$ cat src/hdl/dgbt_pkg.sv
// shared types, constants and helpers for the digraph binary tree checker
// no dependencies; imported by dgbt_store, dgbt_walk and the top level
package dgbt_pkg;

  // fixed field widths
  localparam int ROW_W         = 32;
  localparam int ROW_LW        = 5;
  localparam int CNT_W         = 6;
  localparam int REASON_W      = 3;
  localparam int MAX_NODES_DEF = 32;

  // verdict reason codes
  typedef enum logic [REASON_W-1:0] {
    RSN_NONE    = 3'd0,
    RSN_OUTDEG  = 3'd1,
    RSN_INDEG   = 3'd2,
    RSN_SOURCE  = 3'd3,
    RSN_UNREACH = 3'd4
  } reason_t;

  // sequencer states
  typedef enum logic [3:0] {
    ST_LOAD,
    ST_CHECK,
    ST_SCAN,
    ST_POP,
    ST_FETCH,
    ST_ROW,
    ST_EXPAND,
    ST_FINAL,
    ST_EMIT
  } walk_state_t;

  // status from the row store to the walk sequencer
  typedef struct packed {
    logic             outdeg_failed;
    logic [1:0]       indegree;
    logic [ROW_W-1:0] row;
  } store_rsp_t;

  // position of the lowest set bit, zero when none
  function automatic logic [ROW_LW-1:0] lowest_bit(input logic [ROW_W-1:0] v);
    logic [ROW_LW-1:0] pos;
    pos = '0;
    for (int i = ROW_W - 1; i >= 0; i--) begin
      if (v[i]) pos = ROW_LW'(i);
    end
    return pos;
  endfunction

endpackage

$ cat src/hdl/dgbt_store.sv
// adjacency row memory, row counter, out-degree flag and in-degree counters
// depends on dgbt_pkg
module dgbt_store import dgbt_pkg::*; #(
  parameter int MAX_NODES = MAX_NODES_DEF
) (
  input  logic                                 clk,
  input  logic                                 rst_n,
  input  logic                                 clear,
  input  logic                                 row_wr,
  input  logic [ROW_W-1:0]                     row_data,
  input  logic [$clog2(MAX_NODES+1)-1:0]       n_eff,
  input  logic [$clog2(MAX_NODES)-1:0]         rd_node,
  input  logic [$clog2(MAX_NODES)-1:0]         scan_idx,
  output store_rsp_t                           rsp
);

  localparam int NW = $clog2(MAX_NODES);
  localparam int CW = $clog2(MAX_NODES + 1);

  logic [CW-1:0]        row_cnt_r, row_cnt_nxt;
  logic                 outdeg_fail_r, outdeg_fail_nxt;
  logic [1:0]           indeg_r   [MAX_NODES];
  logic [1:0]           indeg_nxt [MAX_NODES];
  logic [ROW_W-1:0]     adj_mem   [MAX_NODES];
  logic [ROW_W-1:0]     adj_rd_r;
  logic                 rd_ok_r;
  logic                 row_take;
  logic [MAX_NODES-1:0] row_ext;

  // rows past node_count are dropped
  assign row_take = row_wr && (row_cnt_r < n_eff);

  // row bits lined up with the node range
  generate
    if (MAX_NODES >= ROW_W) begin : g_ext_wide
      assign row_ext = MAX_NODES'(row_data);
    end else begin : g_ext_narrow
      assign row_ext = row_data[MAX_NODES-1:0];
    end
  endgenerate

  // counters and out-degree flag
  always_comb begin
    row_cnt_nxt     = row_cnt_r;
    outdeg_fail_nxt = outdeg_fail_r;
    for (int i = 0; i < MAX_NODES; i++) begin
      indeg_nxt[i] = indeg_r[i];
    end
    if (clear) begin
      row_cnt_nxt     = '0;
      outdeg_fail_nxt = 1'b0;
      for (int i = 0; i < MAX_NODES; i++) begin
        indeg_nxt[i] = '0;
      end
    end else if (row_take) begin
      row_cnt_nxt = row_cnt_r + CW'(1);
      if ($countones(row_data) > 2) outdeg_fail_nxt = 1'b1;
      // saturating in-degree per column
      for (int i = 0; i < MAX_NODES; i++) begin
        if (row_ext[i] && (indeg_r[i] != 2'd3)) indeg_nxt[i] = indeg_r[i] + 2'd1;
      end
    end
  end

  always_ff @(posedge clk) begin
    if (!rst_n) begin
      row_cnt_r     <= '0;
      outdeg_fail_r <= 1'b0;
      for (int i = 0; i < MAX_NODES; i++) begin
        indeg_r[i] <= '0;
      end
    end else begin
      row_cnt_r     <= row_cnt_nxt;
      outdeg_fail_r <= outdeg_fail_nxt;
      for (int i = 0; i < MAX_NODES; i++) begin
        indeg_r[i] <= indeg_nxt[i];
      end
    end
  end

  // row memory, registered read; rows not loaded this graph read as empty
  always_ff @(posedge clk) begin
    if (row_take) adj_mem[row_cnt_r[NW-1:0]] <= row_data;
    adj_rd_r <= adj_mem[rd_node];
    rd_ok_r  <= (CW'(rd_node) < row_cnt_r);
  end

  assign rsp.outdeg_failed = outdeg_fail_r;
  assign rsp.indegree      = indeg_r[scan_idx];
  assign rsp.row           = rd_ok_r ? adj_rd_r : '0;

endmodule

$ cat src/hdl/dgbt_walk.sv
// verdict sequencer: in-degree scan, depth-first walk over a stack memory,
// visited map and output register; depends on dgbt_pkg
module dgbt_walk import dgbt_pkg::*; #(
  parameter int MAX_NODES = MAX_NODES_DEF
) (
  input  logic                                 clk,
  input  logic                                 rst_n,
  input  logic                                 cfg_clear,
  input  logic                                 in_valid,
  input  logic                                 in_last_row,
  output logic                                 in_stall,
  input  logic [$clog2(MAX_NODES+1)-1:0]       n_eff,
  input  logic [MAX_NODES-1:0]                 node_mask,
  input  store_rsp_t                           rsp,
  output logic                                 store_clear,
  output logic [$clog2(MAX_NODES)-1:0]         rd_node,
  output logic [$clog2(MAX_NODES)-1:0]         scan_idx,
  output logic                                 out_valid,
  input  logic                                 out_stall,
  output logic                                 out_is_tree,
  output logic [REASON_W-1:0]                  out_fail_reason
);

  localparam int NW = $clog2(MAX_NODES);
  localparam int CW = $clog2(MAX_NODES + 1);

  walk_state_t          state_r, state_nxt;
  logic [NW-1:0]        idx_r, idx_nxt;
  logic [NW-1:0]        src_r, src_nxt;
  logic [1:0]           src_cnt_r, src_cnt_nxt;
  logic [CW-1:0]        sp_r, sp_nxt;
  logic [MAX_NODES-1:0] visited_r, visited_nxt;
  logic [ROW_W-1:0]     work_r, work_nxt;
  reason_t              reason_r, reason_nxt;
  reason_t              out_reason_r, out_reason_nxt;
  logic                 out_valid_r, out_valid_nxt;
  logic [NW-1:0]        stack_mem [MAX_NODES];
  logic [NW-1:0]        stack_q_r;

  logic                 scan_last;
  logic                 scan_fail;
  logic [NW-1:0]        src_pick;
  logic [1:0]           cnt_pick;
  logic                 one_source;
  logic [ROW_LW-1:0]    child;
  logic                 stack_room;
  logic                 emit_go;
  logic                 push_src;
  logic                 push_child;
  logic                 stack_we;
  logic [NW-1:0]        stack_wa;
  logic [NW-1:0]        stack_wd;

  // scan step and expand step helpers
  always_comb begin
    scan_last  = (CW'(idx_r) == (n_eff - CW'(1)));
    scan_fail  = (rsp.indegree > 2'd1);
    src_pick   = (rsp.indegree == 2'd0) ? idx_r : src_r;
    cnt_pick   = src_cnt_r;
    if (rsp.indegree == 2'd0 && src_cnt_r != 2'd2) cnt_pick = src_cnt_r + 2'd1;
    one_source = (cnt_pick == 2'd1);
    child      = lowest_bit(work_r);
    stack_room = (sp_r < CW'(MAX_NODES));
  end

  // next state
  always_comb begin
    state_nxt = state_r;
    case (state_r)
      ST_LOAD: begin
        if (in_valid && in_last_row) state_nxt = ST_CHECK;
      end
      ST_CHECK: begin
        if (n_eff == CW'(0) || n_eff == CW'(1) || rsp.outdeg_failed) state_nxt = ST_EMIT;
        else state_nxt = ST_SCAN;
      end
      ST_SCAN: begin
        if (scan_fail) state_nxt = ST_EMIT;
        else if (scan_last) state_nxt = one_source ? ST_POP : ST_EMIT;
      end
      ST_POP: begin
        state_nxt = (sp_r == '0) ? ST_FINAL : ST_FETCH;
      end
      ST_FETCH:  state_nxt = ST_ROW;
      ST_ROW:    state_nxt = ST_EXPAND;
      ST_EXPAND: begin
        if (work_r == '0) state_nxt = ST_POP;
      end
      ST_FINAL:  state_nxt = ST_EMIT;
      ST_EMIT: begin
        if (!out_valid_r || !out_stall) state_nxt = ST_LOAD;
      end
      default:   state_nxt = ST_LOAD;
    endcase
  end

  // control strobes
  always_comb begin
    in_stall    = (state_r != ST_LOAD);
    emit_go     = (state_r == ST_EMIT) && (!out_valid_r || !out_stall);
    store_clear = emit_go || cfg_clear;
    push_src    = (state_r == ST_SCAN) && !scan_fail && scan_last && one_source;
    push_child  = (state_r == ST_EXPAND) && (work_r != '0) && stack_room;
  end

  // datapath next values
  always_comb begin
    idx_nxt        = idx_r;
    src_nxt        = src_r;
    src_cnt_nxt    = src_cnt_r;
    sp_nxt         = sp_r;
    visited_nxt    = visited_r;
    work_nxt       = work_r;
    reason_nxt     = reason_r;
    out_reason_nxt = out_reason_r;
    out_valid_nxt  = out_valid_r && out_stall;
    case (state_r)
      ST_CHECK: begin
        idx_nxt     = '0;
        src_cnt_nxt = '0;
        reason_nxt  = RSN_NONE;
        if (n_eff == CW'(0)) reason_nxt = RSN_SOURCE;
        else if (n_eff == CW'(1)) reason_nxt = RSN_NONE;
        else if (rsp.outdeg_failed) reason_nxt = RSN_OUTDEG;
      end
      ST_SCAN: begin
        idx_nxt     = NW'(idx_r + 1'b1);
        src_nxt     = src_pick;
        src_cnt_nxt = cnt_pick;
        if (scan_fail) reason_nxt = RSN_INDEG;
        else if (scan_last && !one_source) reason_nxt = RSN_SOURCE;
        else if (scan_last) begin
          visited_nxt = MAX_NODES'(1) << src_pick;
          sp_nxt      = CW'(1);
        end
      end
      ST_POP: begin
        if (sp_r != '0) sp_nxt = sp_r - CW'(1);
      end
      ST_ROW: work_nxt = rsp.row;
      ST_EXPAND: begin
        // one child per cycle: mark, push while the stack has room, clear its bit
        if (work_r != '0) begin
          work_nxt    = work_r & (work_r - ROW_W'(1));
          visited_nxt = visited_r | (MAX_NODES'(1) << child);
          if (stack_room) sp_nxt = sp_r + CW'(1);
        end
      end
      ST_FINAL: begin
        if ((visited_r & node_mask) == node_mask) reason_nxt = RSN_NONE;
        else reason_nxt = RSN_UNREACH;
      end
      default: ;
    endcase
    if (emit_go) begin
      out_reason_nxt = reason_r;
      out_valid_nxt  = 1'b1;
    end
    if (store_clear) begin
      visited_nxt = '0;
      sp_nxt      = '0;
    end
  end

  always_ff @(posedge clk) begin
    if (!rst_n) begin
      state_r     <= ST_LOAD;
      sp_r        <= '0;
      visited_r   <= '0;
      out_valid_r <= 1'b0;
    end else begin
      state_r     <= state_nxt;
      sp_r        <= sp_nxt;
      visited_r   <= visited_nxt;
      out_valid_r <= out_valid_nxt;
    end
  end

  always_ff @(posedge clk) begin
    idx_r        <= idx_nxt;
    src_r        <= src_nxt;
    src_cnt_r    <= src_cnt_nxt;
    work_r       <= work_nxt;
    reason_r     <= reason_nxt;
    out_reason_r <= out_reason_nxt;
  end

  // walk stack: one push port, registered top-of-stack read
  always_comb begin
    stack_we = push_src || push_child;
    stack_wa = push_src ? '0 : NW'(sp_r);
    stack_wd = push_src ? src_pick : NW'(child);
  end

  always_ff @(posedge clk) begin
    if (stack_we) stack_mem[stack_wa] <= stack_wd;
    stack_q_r <= stack_mem[NW'(sp_r - CW'(1))];
  end

  assign rd_node         = stack_q_r;
  assign scan_idx        = idx_r;
  assign out_valid       = out_valid_r;
  assign out_is_tree     = (out_reason_r == RSN_NONE);
  assign out_fail_reason = out_reason_r;

  // stack depth never passes the node limit
  a_sp_bound: assert property (@(posedge clk) disable iff (!rst_n)
    sp_r <= CW'(MAX_NODES))
    else $error("walk stack pointer beyond node limit");

  // a verdict handed over shows up on the output with the computed reason
  a_emit_out: assert property (@(posedge clk) disable iff (!rst_n)
    emit_go |=> (out_valid_r && out_reason_r == $past(reason_r) && state_r == ST_LOAD))
    else $error("verdict not presented after emit");

  // the walk starts with only the source marked
  a_walk_start: assert property (@(posedge clk) disable iff (!rst_n)
    (push_src && !cfg_clear) |=> ($onehot(visited_r) && sp_r == CW'(1)))
    else $error("walk did not start from a single source");

  // an empty stack ends the walk
  a_walk_end: assert property (@(posedge clk) disable iff (!rst_n)
    (state_r == ST_POP && sp_r == '0) |=> (state_r == ST_FINAL))
    else $error("walk continued on an empty stack");

endmodule

$ cat src/hdl/digraph_binary_tree_check.sv
// top level of the digraph binary tree checker
// depends on dgbt_pkg, dgbt_store and dgbt_walk
//
// Usage: write node_count on cfg_wr_en/cfg_node_count while idle; a write
// drops any graph in progress. Then send the adjacency matrix one row per
// request on in_valid/in_stall, in row order, with in_last_row on the final
// row. Rows beyond node_count are ignored; rows never sent count as empty.
// Rows are taken one per cycle while in_stall is low. After the last row
// one verdict request (out_is_tree, out_fail_reason) comes out on
// out_valid/out_stall, after a check step, an in-degree scan, a depth-first
// walk that pops, fetches and reads each reached node's row and expands
// its children, a final step and the output register load; early failures
// finish sooner. The shared walk step and the single-port stack memory set
// the walk's pace. in_stall is high from the last row until the verdict
// enters the output register. The output register holds the verdict while
// out_stall is high; rows of the next graph are taken meanwhile.
// Synchronous reset sets node_count to 1 and clears the row count, degree
// state, walk stack and visited map; no clearing pass is needed.
module digraph_binary_tree_check import dgbt_pkg::*; #(
  parameter int MAX_NODES = MAX_NODES_DEF
) (
  input  logic                clk,
  input  logic                rst_n,
  input  logic                in_valid,
  output logic                in_stall,
  input  logic [ROW_W-1:0]    in_row_bits,
  input  logic                in_last_row,
  output logic                out_valid,
  input  logic                out_stall,
  output logic                out_is_tree,
  output logic [REASON_W-1:0] out_fail_reason,
  input  logic                cfg_wr_en,
  input  logic [CNT_W-1:0]    cfg_node_count
);

  localparam int NW = $clog2(MAX_NODES);
  localparam int CW = $clog2(MAX_NODES + 1);

  logic [CNT_W-1:0]     node_count_r, node_count_nxt;
  logic [CW-1:0]        n_eff;
  logic [ROW_W-1:0]     col_mask;
  logic [MAX_NODES-1:0] node_mask;
  logic                 row_wr;
  logic                 store_clear;
  logic [NW-1:0]        rd_node;
  logic [NW-1:0]        scan_idx;
  store_rsp_t           rsp;

  // node count register
  assign node_count_nxt = cfg_wr_en ? cfg_node_count : node_count_r;

  always_ff @(posedge clk) begin
    if (!rst_n) begin
      node_count_r <= CNT_W'(1);
    end else begin
      node_count_r <= node_count_nxt;
    end
  end

  // effective node count and column masks
  always_comb begin
    if (int'(node_count_r) > MAX_NODES) n_eff = CW'(MAX_NODES);
    else n_eff = CW'(node_count_r);
    for (int j = 0; j < ROW_W; j++) begin
      col_mask[j] = (j < int'(n_eff));
    end
    for (int j = 0; j < MAX_NODES; j++) begin
      node_mask[j] = (j < int'(n_eff));
    end
  end

  assign row_wr = in_valid && !in_stall;

  dgbt_store #(.MAX_NODES(MAX_NODES)) u_store (
    .clk      (clk),
    .rst_n    (rst_n),
    .clear    (store_clear),
    .row_wr   (row_wr),
    .row_data (in_row_bits & col_mask),
    .n_eff    (n_eff),
    .rd_node  (rd_node),
    .scan_idx (scan_idx),
    .rsp      (rsp)
  );

  dgbt_walk #(.MAX_NODES(MAX_NODES)) u_walk (
    .clk             (clk),
    .rst_n           (rst_n),
    .cfg_clear       (cfg_wr_en),
    .in_valid        (in_valid),
    .in_last_row     (in_last_row),
    .in_stall        (in_stall),
    .n_eff           (n_eff),
    .node_mask       (node_mask),
    .rsp             (rsp),
    .store_clear     (store_clear),
    .rd_node         (rd_node),
    .scan_idx        (scan_idx),
    .out_valid       (out_valid),
    .out_stall       (out_stall),
    .out_is_tree     (out_is_tree),
    .out_fail_reason (out_fail_reason)
  );

endmodule

$ cat config.mk
export PLATFORM = sky130hd
export DESIGN_NAME = digraph_binary_tree_check
export DESIGN_NICKNAME = d
export VERILOG_FILES = /design/src/hdl/dgbt_pkg.sv /design/src/hdl/dgbt_store.sv /design/src/hdl/dgbt_walk.sv /design/src/hdl/digraph_binary_tree_check.sv
export SDC_FILE = /design/constraint.sdc
export NUM_CORES = 2
export LEC_CHECK = 0
export BUFFER_PORTS_ARGS = -buffer_cell sky130_fd_sc_hd__clkbuf_2
export CAP_MARGIN = 25
export CORE_MARGIN = 2
export CORE_UTILIZATION = 50
export CTS_CLUSTER_SIZE = 12
export DETAILED_ROUTE_END_ITERATION = 16
export GPL_ROUTABILITY_DRIVEN = 0
export HOLD_SLACK_MARGIN = 0.08
export PLACE_DENSITY = 0.68
export SYNTH_ARGS = -nofsm -noshare
export SYNTH_HDL_FRONTEND = slang
export SYNTH_SLANG_ARGS = --single-unit
$ cat constraint.sdc
create_clock -name clk -period 6.1 [get_ports clk]
set_input_delay 0.61 -clock clk [delete_from_list [all_inputs] [get_ports clk]]
set_output_delay 0.61 -clock clk [all_outputs]
set_load 0.03 [all_outputs]
# After elaboration in Yosys (flattened, before gate mapping)
# Memory sizes are Yosys's and may differ from the RTL's. A register that Yosys moved wholly into a read port is not among the register bits.
# Cells that the tools add are included.
classes:
  addsub: 70
  multipliers: 0
  n_div: 0
  magnitude_cmp: 38
  n_eq_ne: 56
  shift: 2
  muxes: 144
  bitwise_logic: 37
  n_reduce_logical: 75
op_table:
  columns: ["op", "count"]
  rows:
  - ["$add 32x32->32", 15]
  - ["$mux 32", 6]
  - ["$mux 5", 36]
  - ["$mux 2", 66]
  - ["$mux 64", 2]
  - ["$pmux 32 s2", 2]
  - ["$and 32x32->32", 3]
  - ["$lt 5x6->1 const A", 16]
  - ["$ne 2x2->1 const B", 36]
  - ["$add 2x1->2 const B", 33]
  - ["$shl 1x5->32 const A", 2]
  - ["$lt 4x6->1 const A", 8]
  - ["$logic_and 1x1->1", 44]
  - ["$mux 6", 7]
  - ["$pmux 4 s9", 1]
  - ["$add 1x1->2", 16]
  - ["$eq 32x32->1", 1]
  - ["$gt 32x3->1 const B", 1]
  - ["$logic_not 32->1", 1]
  - ["$or 1x1->1", 32]
  - ["$or 32x32->32", 1]
  - ["$reduce_bool 32->1", 1]
  - ["$sub 32x1->32 const B", 1]
  - ["$mux 4", 7]
  - ["43 further kinds", 84]
totals:
  regBits: 107
  latchBits: 0
  ramBits: 1248
  romBits: 0
  inputBits: 44
  output_inout_bits: 6
  elab_cells: 439
  mem_count: 3
mem_list:
  columns: ["memory", "depth", "word_bits", "read_ports", "rd_clocked_by_memory_dff", "wr", "line_no", "text"]
  rows:
  - ["u_store.adj_mem", 32, 32, 1, 1, 1, "dgbt_store.sv:24", "logic [ROW_W-1:0] adj_mem [MAX_NODES];"]
  - ["u_walk.stack_mem", 32, 5, 1, 1, 1, "dgbt_walk.sv:37", "logic [NW-1:0] stack_mem [MAX_NODES];"]
  - ["u_store.indeg_r", 32, 2, 33, 1, 32, "dgbt_store.sv:22", "logic [1:0] indeg_r [MAX_NODES];"]

# Longest topological paths before layout
logic_depth:
  word_depth: 36
  mapped_depth: 27
  depth_no_buf: 25

# Hierarchy
# Synthesis repeated with hierarchy kept, for this count alone.
unflattened:
  cells_unflattened: 3773
  area_unflattened_um2: 58837.7
by_module_without_submodules:
  columns: ["mod", "instances", "cells_each", "area_per_inst_um2", "seq_area_each_um2"]
  rows:
  - ["dgbt_store", 1, 2601, 45429.8, 32831.5]
  - ["dgbt_walk", 1, 1028, 12446.9, 7267.0]
  - ["digraph_binary_tree_check", 1, 144, 960.9, 120.1]

# Worst setup path after synthesis
# No wires, ideal clock.
synth_path:
  path_type: "flip-flop to flip-flop"
  start: "reg node_count_r[3]"
  end: "reg u_store.outdeg_fail_r"
  setup_time_ns: 0.128
  arrival_time_ns: 6.602
  t_required_ns: 5.972
  path_slack_ns: -0.629
  path_stages_with_launch: 21
  n_path_buf: 2
  synth_period_minus_slack_ns: 6.729
  path_cell_list: "dfxtp_1 -> clkbuf_1 -> clkbuf_1 -> o21ai_0 -> a21boi_0 -> ha_1 -> inv_1 -> fa_1 -> fa_1 -> inv_1 -> fa_1 -> fa_1 -> fa_1 -> ha_1 -> inv_1 -> fa_1 -> a211oi_1 -> mux2_2 -> nand3_1 -> a21oi_1 -> nor2_1"
synth_between:
  elab_chain_cells: 11
  elab_cells_between_ends: 70
  classes_between: "31 x add/sub; 35 x order compare; 1 x mux; 1 x bitwise; 2 x reduce/logical"
synth_lines:
  columns: ["item", "line_no", "text"]
  rows:
  - ["from (decl)", "digraph_binary_tree_check.sv:39", "logic [CNT_W-1:0] node_count_r, node_count_nxt;"]
  - ["from (signal assigned)", "digraph_binary_tree_check.sv:56", "node_count_r <= node_count_nxt;"]
  - ["$gt 6x6->1", "digraph_binary_tree_check.sv:62", "if (int'(node_count_r) > MAX_NODES) n_eff = CW'(MAX_NODES);"]
  - ["$mux 6 (*)", "digraph_binary_tree_check.sv:62", null]
  - ["$lt 4x6->1 (*)", "digraph_binary_tree_check.sv:65", "col_mask[j] = (j < int'(n_eff));"]
  - ["$and 32x32->32 (*)", "digraph_binary_tree_check.sv:79", ".row_data (in_row_bits & col_mask),"]
  - ["net u_store.row_data[9]", "dgbt_store.sv:10", "input logic [ROW_W-1:0] row_data,"]
  - ["$add 1x1->2 (not written as such) (*)", "dgbt_store.sv:57", "if ($countones(row_data) > 2) outdeg_fail_nxt = 1'b1;"]
  - ["$add 32x32->32 (not written as such) (*) (4 in series)", "dgbt_store.sv:57", null]
  - ["$gt 32x3->1 (*)", "dgbt_store.sv:57", null]
  - ["$reduce_and 2->1 (no line) (*)", null, null]
  - ["to (signal assigned)", "dgbt_store.sv:74", "outdeg_fail_r <= outdeg_fail_nxt;"]
  - ["to (decl)", "dgbt_store.sv:21", "logic outdeg_fail_r, outdeg_fail_nxt;"]
# Mark *: on every way through the listed nets, which the timed path passes. The rest lies on a longest branch.
# A chain may end at the register's enable or synchronous reset.

# Worst setup path in the final report
layout_path:
  start: "reg node_count_r[5]"
  end: "reg u_store.outdeg_fail_r"
# Same word-level chain as after synthesis.

==> metrics <==
FFs w/ async S/R, synth 0%; dpl cell area 61,800 um^2; # port buffers 49; min Tclk post-route 5940 ps; postcts setup bufs 0; die extent in y 347 um; most used cell, CP fa_1; number of enable flip-flop cells after synthesis 1,234; vias per cell 6.30; critical path arrival 6560 ps; Hold Crit Depth 3; fmax 168 MHz; R2R cell count 20; average routed wire per standard cell 29.2 um; critical path cell sequence buf_4 -> or2_2 -> nor4_1 -> nor2_2 -> ha_1 -> inv_1 -> fa_1 -> inv_1 -> fa_1 -> fa_1 -> fa_1 -> fa_1 -> ha_1 -> inv_1 -> fa_1 -> a211oi_1 -> mux2_2 -> nand3_1 -> a21oi_1 -> nor2_1; final period utilization 97.4%; TritonCTS clock tree yes; Synth Instances 3,300; initial antenna violation count 3; initial core utilization 50.6%; FF+latch count, synth 1,397; post-route design area 66,300 um^2; post-DP HPWL 89,300 um; Layout fillers 8,572; status finished clean; FF-to-FF setup slack 160 ps; Setup crit start node_count_r[5]; crit path capture type flip-flop; Syn Area/Cell 17.9 um^2; first-pass GRT wire length 218,000 um; Critical Path Stages 20; slowest stage delay, CP 570 ps; largest net degree at the start of global routing 113; Residual DRC 0; CP required 6730 ps; Post-Syn Area 59,000 um^2; cts bufs inserted 144; maximum vdd drop 0.000329 V; Worst Max-Slew Pin Slew 1000 ps; YS warnings 0; Antenna diodes 0; max_slew headroom 33.3%; reg2reg start node_count_r[5]; final WL 148,000 um; final worst setup slack 160 ps; clock buffer depth 3; hold endpoint u_walk.out_valid; Synth Flop Type edfxtp_1; core area 117,000 um^2; Hold Crit Class input pin to flip-flop; crit path launch type flip-flop; critical path type flip-flop to flip-flop; commonest non-fill, non-tap cell in the layout edfxtp_1; DR pass1 iterations 7; I/O pins 50; Power per Cell Area 396 nW/um^2; capture point of the worst reg-to-reg path u_store.outdeg_fail_r; Distinct cells, synth 99; share of cells above drive strength 1 25.6%; clk_lat worst skew 760 ps; Initial DRC Count 3,799; hold path startpoint out_stall; storage element area 40,300 um^2; gr usage total 24.7%; pre-CTS setup slack 34.0 ps; number of global-route vias before repair 31.7k; Worst Clk Skew 33.9 ps; slowest stage cell, crit path fa_1; cell leakage power 0.0217 uW; Tot Pwr 26,300 uW; Finish-stage setup viols 0; Max Slew Vio Count 0; highest-count cells in the layout ignoring fill and taps 1,234 x edfxtp_1, 370 x mux4_2, 162 x nor2_1; Crit Path Max Fanout 25; CP Buf/Inv Count 4; Die Wd 347 um; Rows 125; die area 121,000 um^2; # clock sinks 1,397; delay-heaviest family, CP adder cells; root buffer cell clkbuf_16; synthesized net count 3,446; final hold violations 0; GR Overflow Total 0; clk slew on worst S/H paths 70 ps; via count 32.0k; area delta synth->final 12.5%; sequential area share after synthesis 68.4%; nets 3,593; Multi-input gate area 17,800 um^2; Antenna Nets Post-Route 0; MaxCap Viol Count 0; H-Tree Depth 4
[cell usage after synthesis (all sizes together), types with 11 or more instances]
cell type | count | area, um^2
edfxtp | 1234 | 37100
mux4 | 370 | 8330
nor2 | 197 | 739
dfxtp | 163 | 3260
nand2 | 133 | 509
nand3 | 112 | 561
clkbuf | 104 | 398
inv | 102 | 383
o21ai | 88 | 440
ha | 76 | 951
buf | 74 | 414
mux2i | 57 | 571
mux2 | 53 | 619
nor3 | 53 | 275
xnor2 | 45 | 394
a21oi | 41 | 213
nor2b | 31 | 194
a2111oi | 26 | 628
fa | 26 | 521
and3 | 25 | 156
o211ai | 25 | 203
nand2b | 20 | 125
nor4 | 17 | 128
a31oi | 16 | 100
a22oi | 14 | 105
o2111a | 13 | 146
a21o | 12 | 90.1
a211o | 11 | 96.3
[worst reg2reg max path, stage by stage, from the launching register on]
cell and delay (ps):
dfxtp_1 340, buf_4 230, or2_2 430, nor4_1 510
nor2_2 110, ha_1 300, inv_1 40, fa_1 490
inv_1 60, fa_1 420, fa_1 570, fa_1 440
fa_1 550, ha_1 170, inv_1 60, fa_1 380
a211oi_1 230, mux2_2 200, nand3_1 80, a21oi_1 160
nor2_1 50
[registers in the layout, indices dropped and copies added, names as in the netlist, 32 cells and up, named ones only]
name	flops
u_store.adj_mem	1024
u_walk.stack_mem	160
u_store.indeg_r	64
u_store.adj_rd_r	32
u_walk.visited_r	32
u_walk.work_r	32
[how the worst max path moves through the flow]
stage	end	slack (ps)
after floorplan	u_store.outdeg_fail_r	40
after global placement	u_store.outdeg_fail_r	130
after detailed placement	u_store.outdeg_fail_r	30
after CTS	u_store.outdeg_fail_r	40
after global routing	u_store.outdeg_fail_r	-10
final	u_store.outdeg_fail_r	160
[layout make-up]
class / instances / share of cell area (%)
multi-input cells: 1623 / 26.8
clock buffers: 218 / 6.09
clock inverters: 32 / 0.626
flip-flops and latches: 1397 / 60.8
repair buffers: 179 / 2.20
inverters: 102 / 0.588
well taps: 1524 / 2.87
[per-layer routing]
metal | GRT usage [%] | vias to the layer above | routed length, um
met1 | 34.8 | 16754 | 60900
met5 | 0 | - | 9
met4 | 7.28 | 2 | 3930
met3 | 4.41 | 258 | 11500
met2 | 39.7 | 1397 | 72000
li1 | - | 13555 | -
[through the flow]
step           TNS (ps)  instances  hold WS [ps]  utilization, %
6_report              0       5075           129            56.9
5_1_grt           -10.9       5075           150            56.9
4_1_cts               0       5073          89.3            56.9
3_5_place_dp          0       4822           405            53.0
3_3_place_gp          0       4821           406            53.0
2_1_floorplan         0       3300           400               -
[repair_timing]
item	CTS	global route
setup endpoints to repair	0	1
gates resized for setup	0	11
hold endpoints to repair	1	0
hold buffers	1	0
[logic make-up after synthesis]
kind of cell | Yosys count | share of synthesized area [%]
muxes | 480 | 16.2
DFF | 1397 | 68.4
buffers and inverters | 280 | 2.03
xor gates and xnor gates | 52 | 0.772
and+or+nand+nor | 654 | 5.44
AOI/OAI and AO/OA | 333 | 4.71
adders and majority gates | 104 | 2.53
[power by group]
group | total (uW) | internal (uW) | switching [uW]
logic | 6560 | 3160 | 3400
clock network | 8370 | 4730 | 3630
registers | 11300 | 10800 | 533
total | 26300 | 18700 | 7570
(Power assumes the default switching activity.)
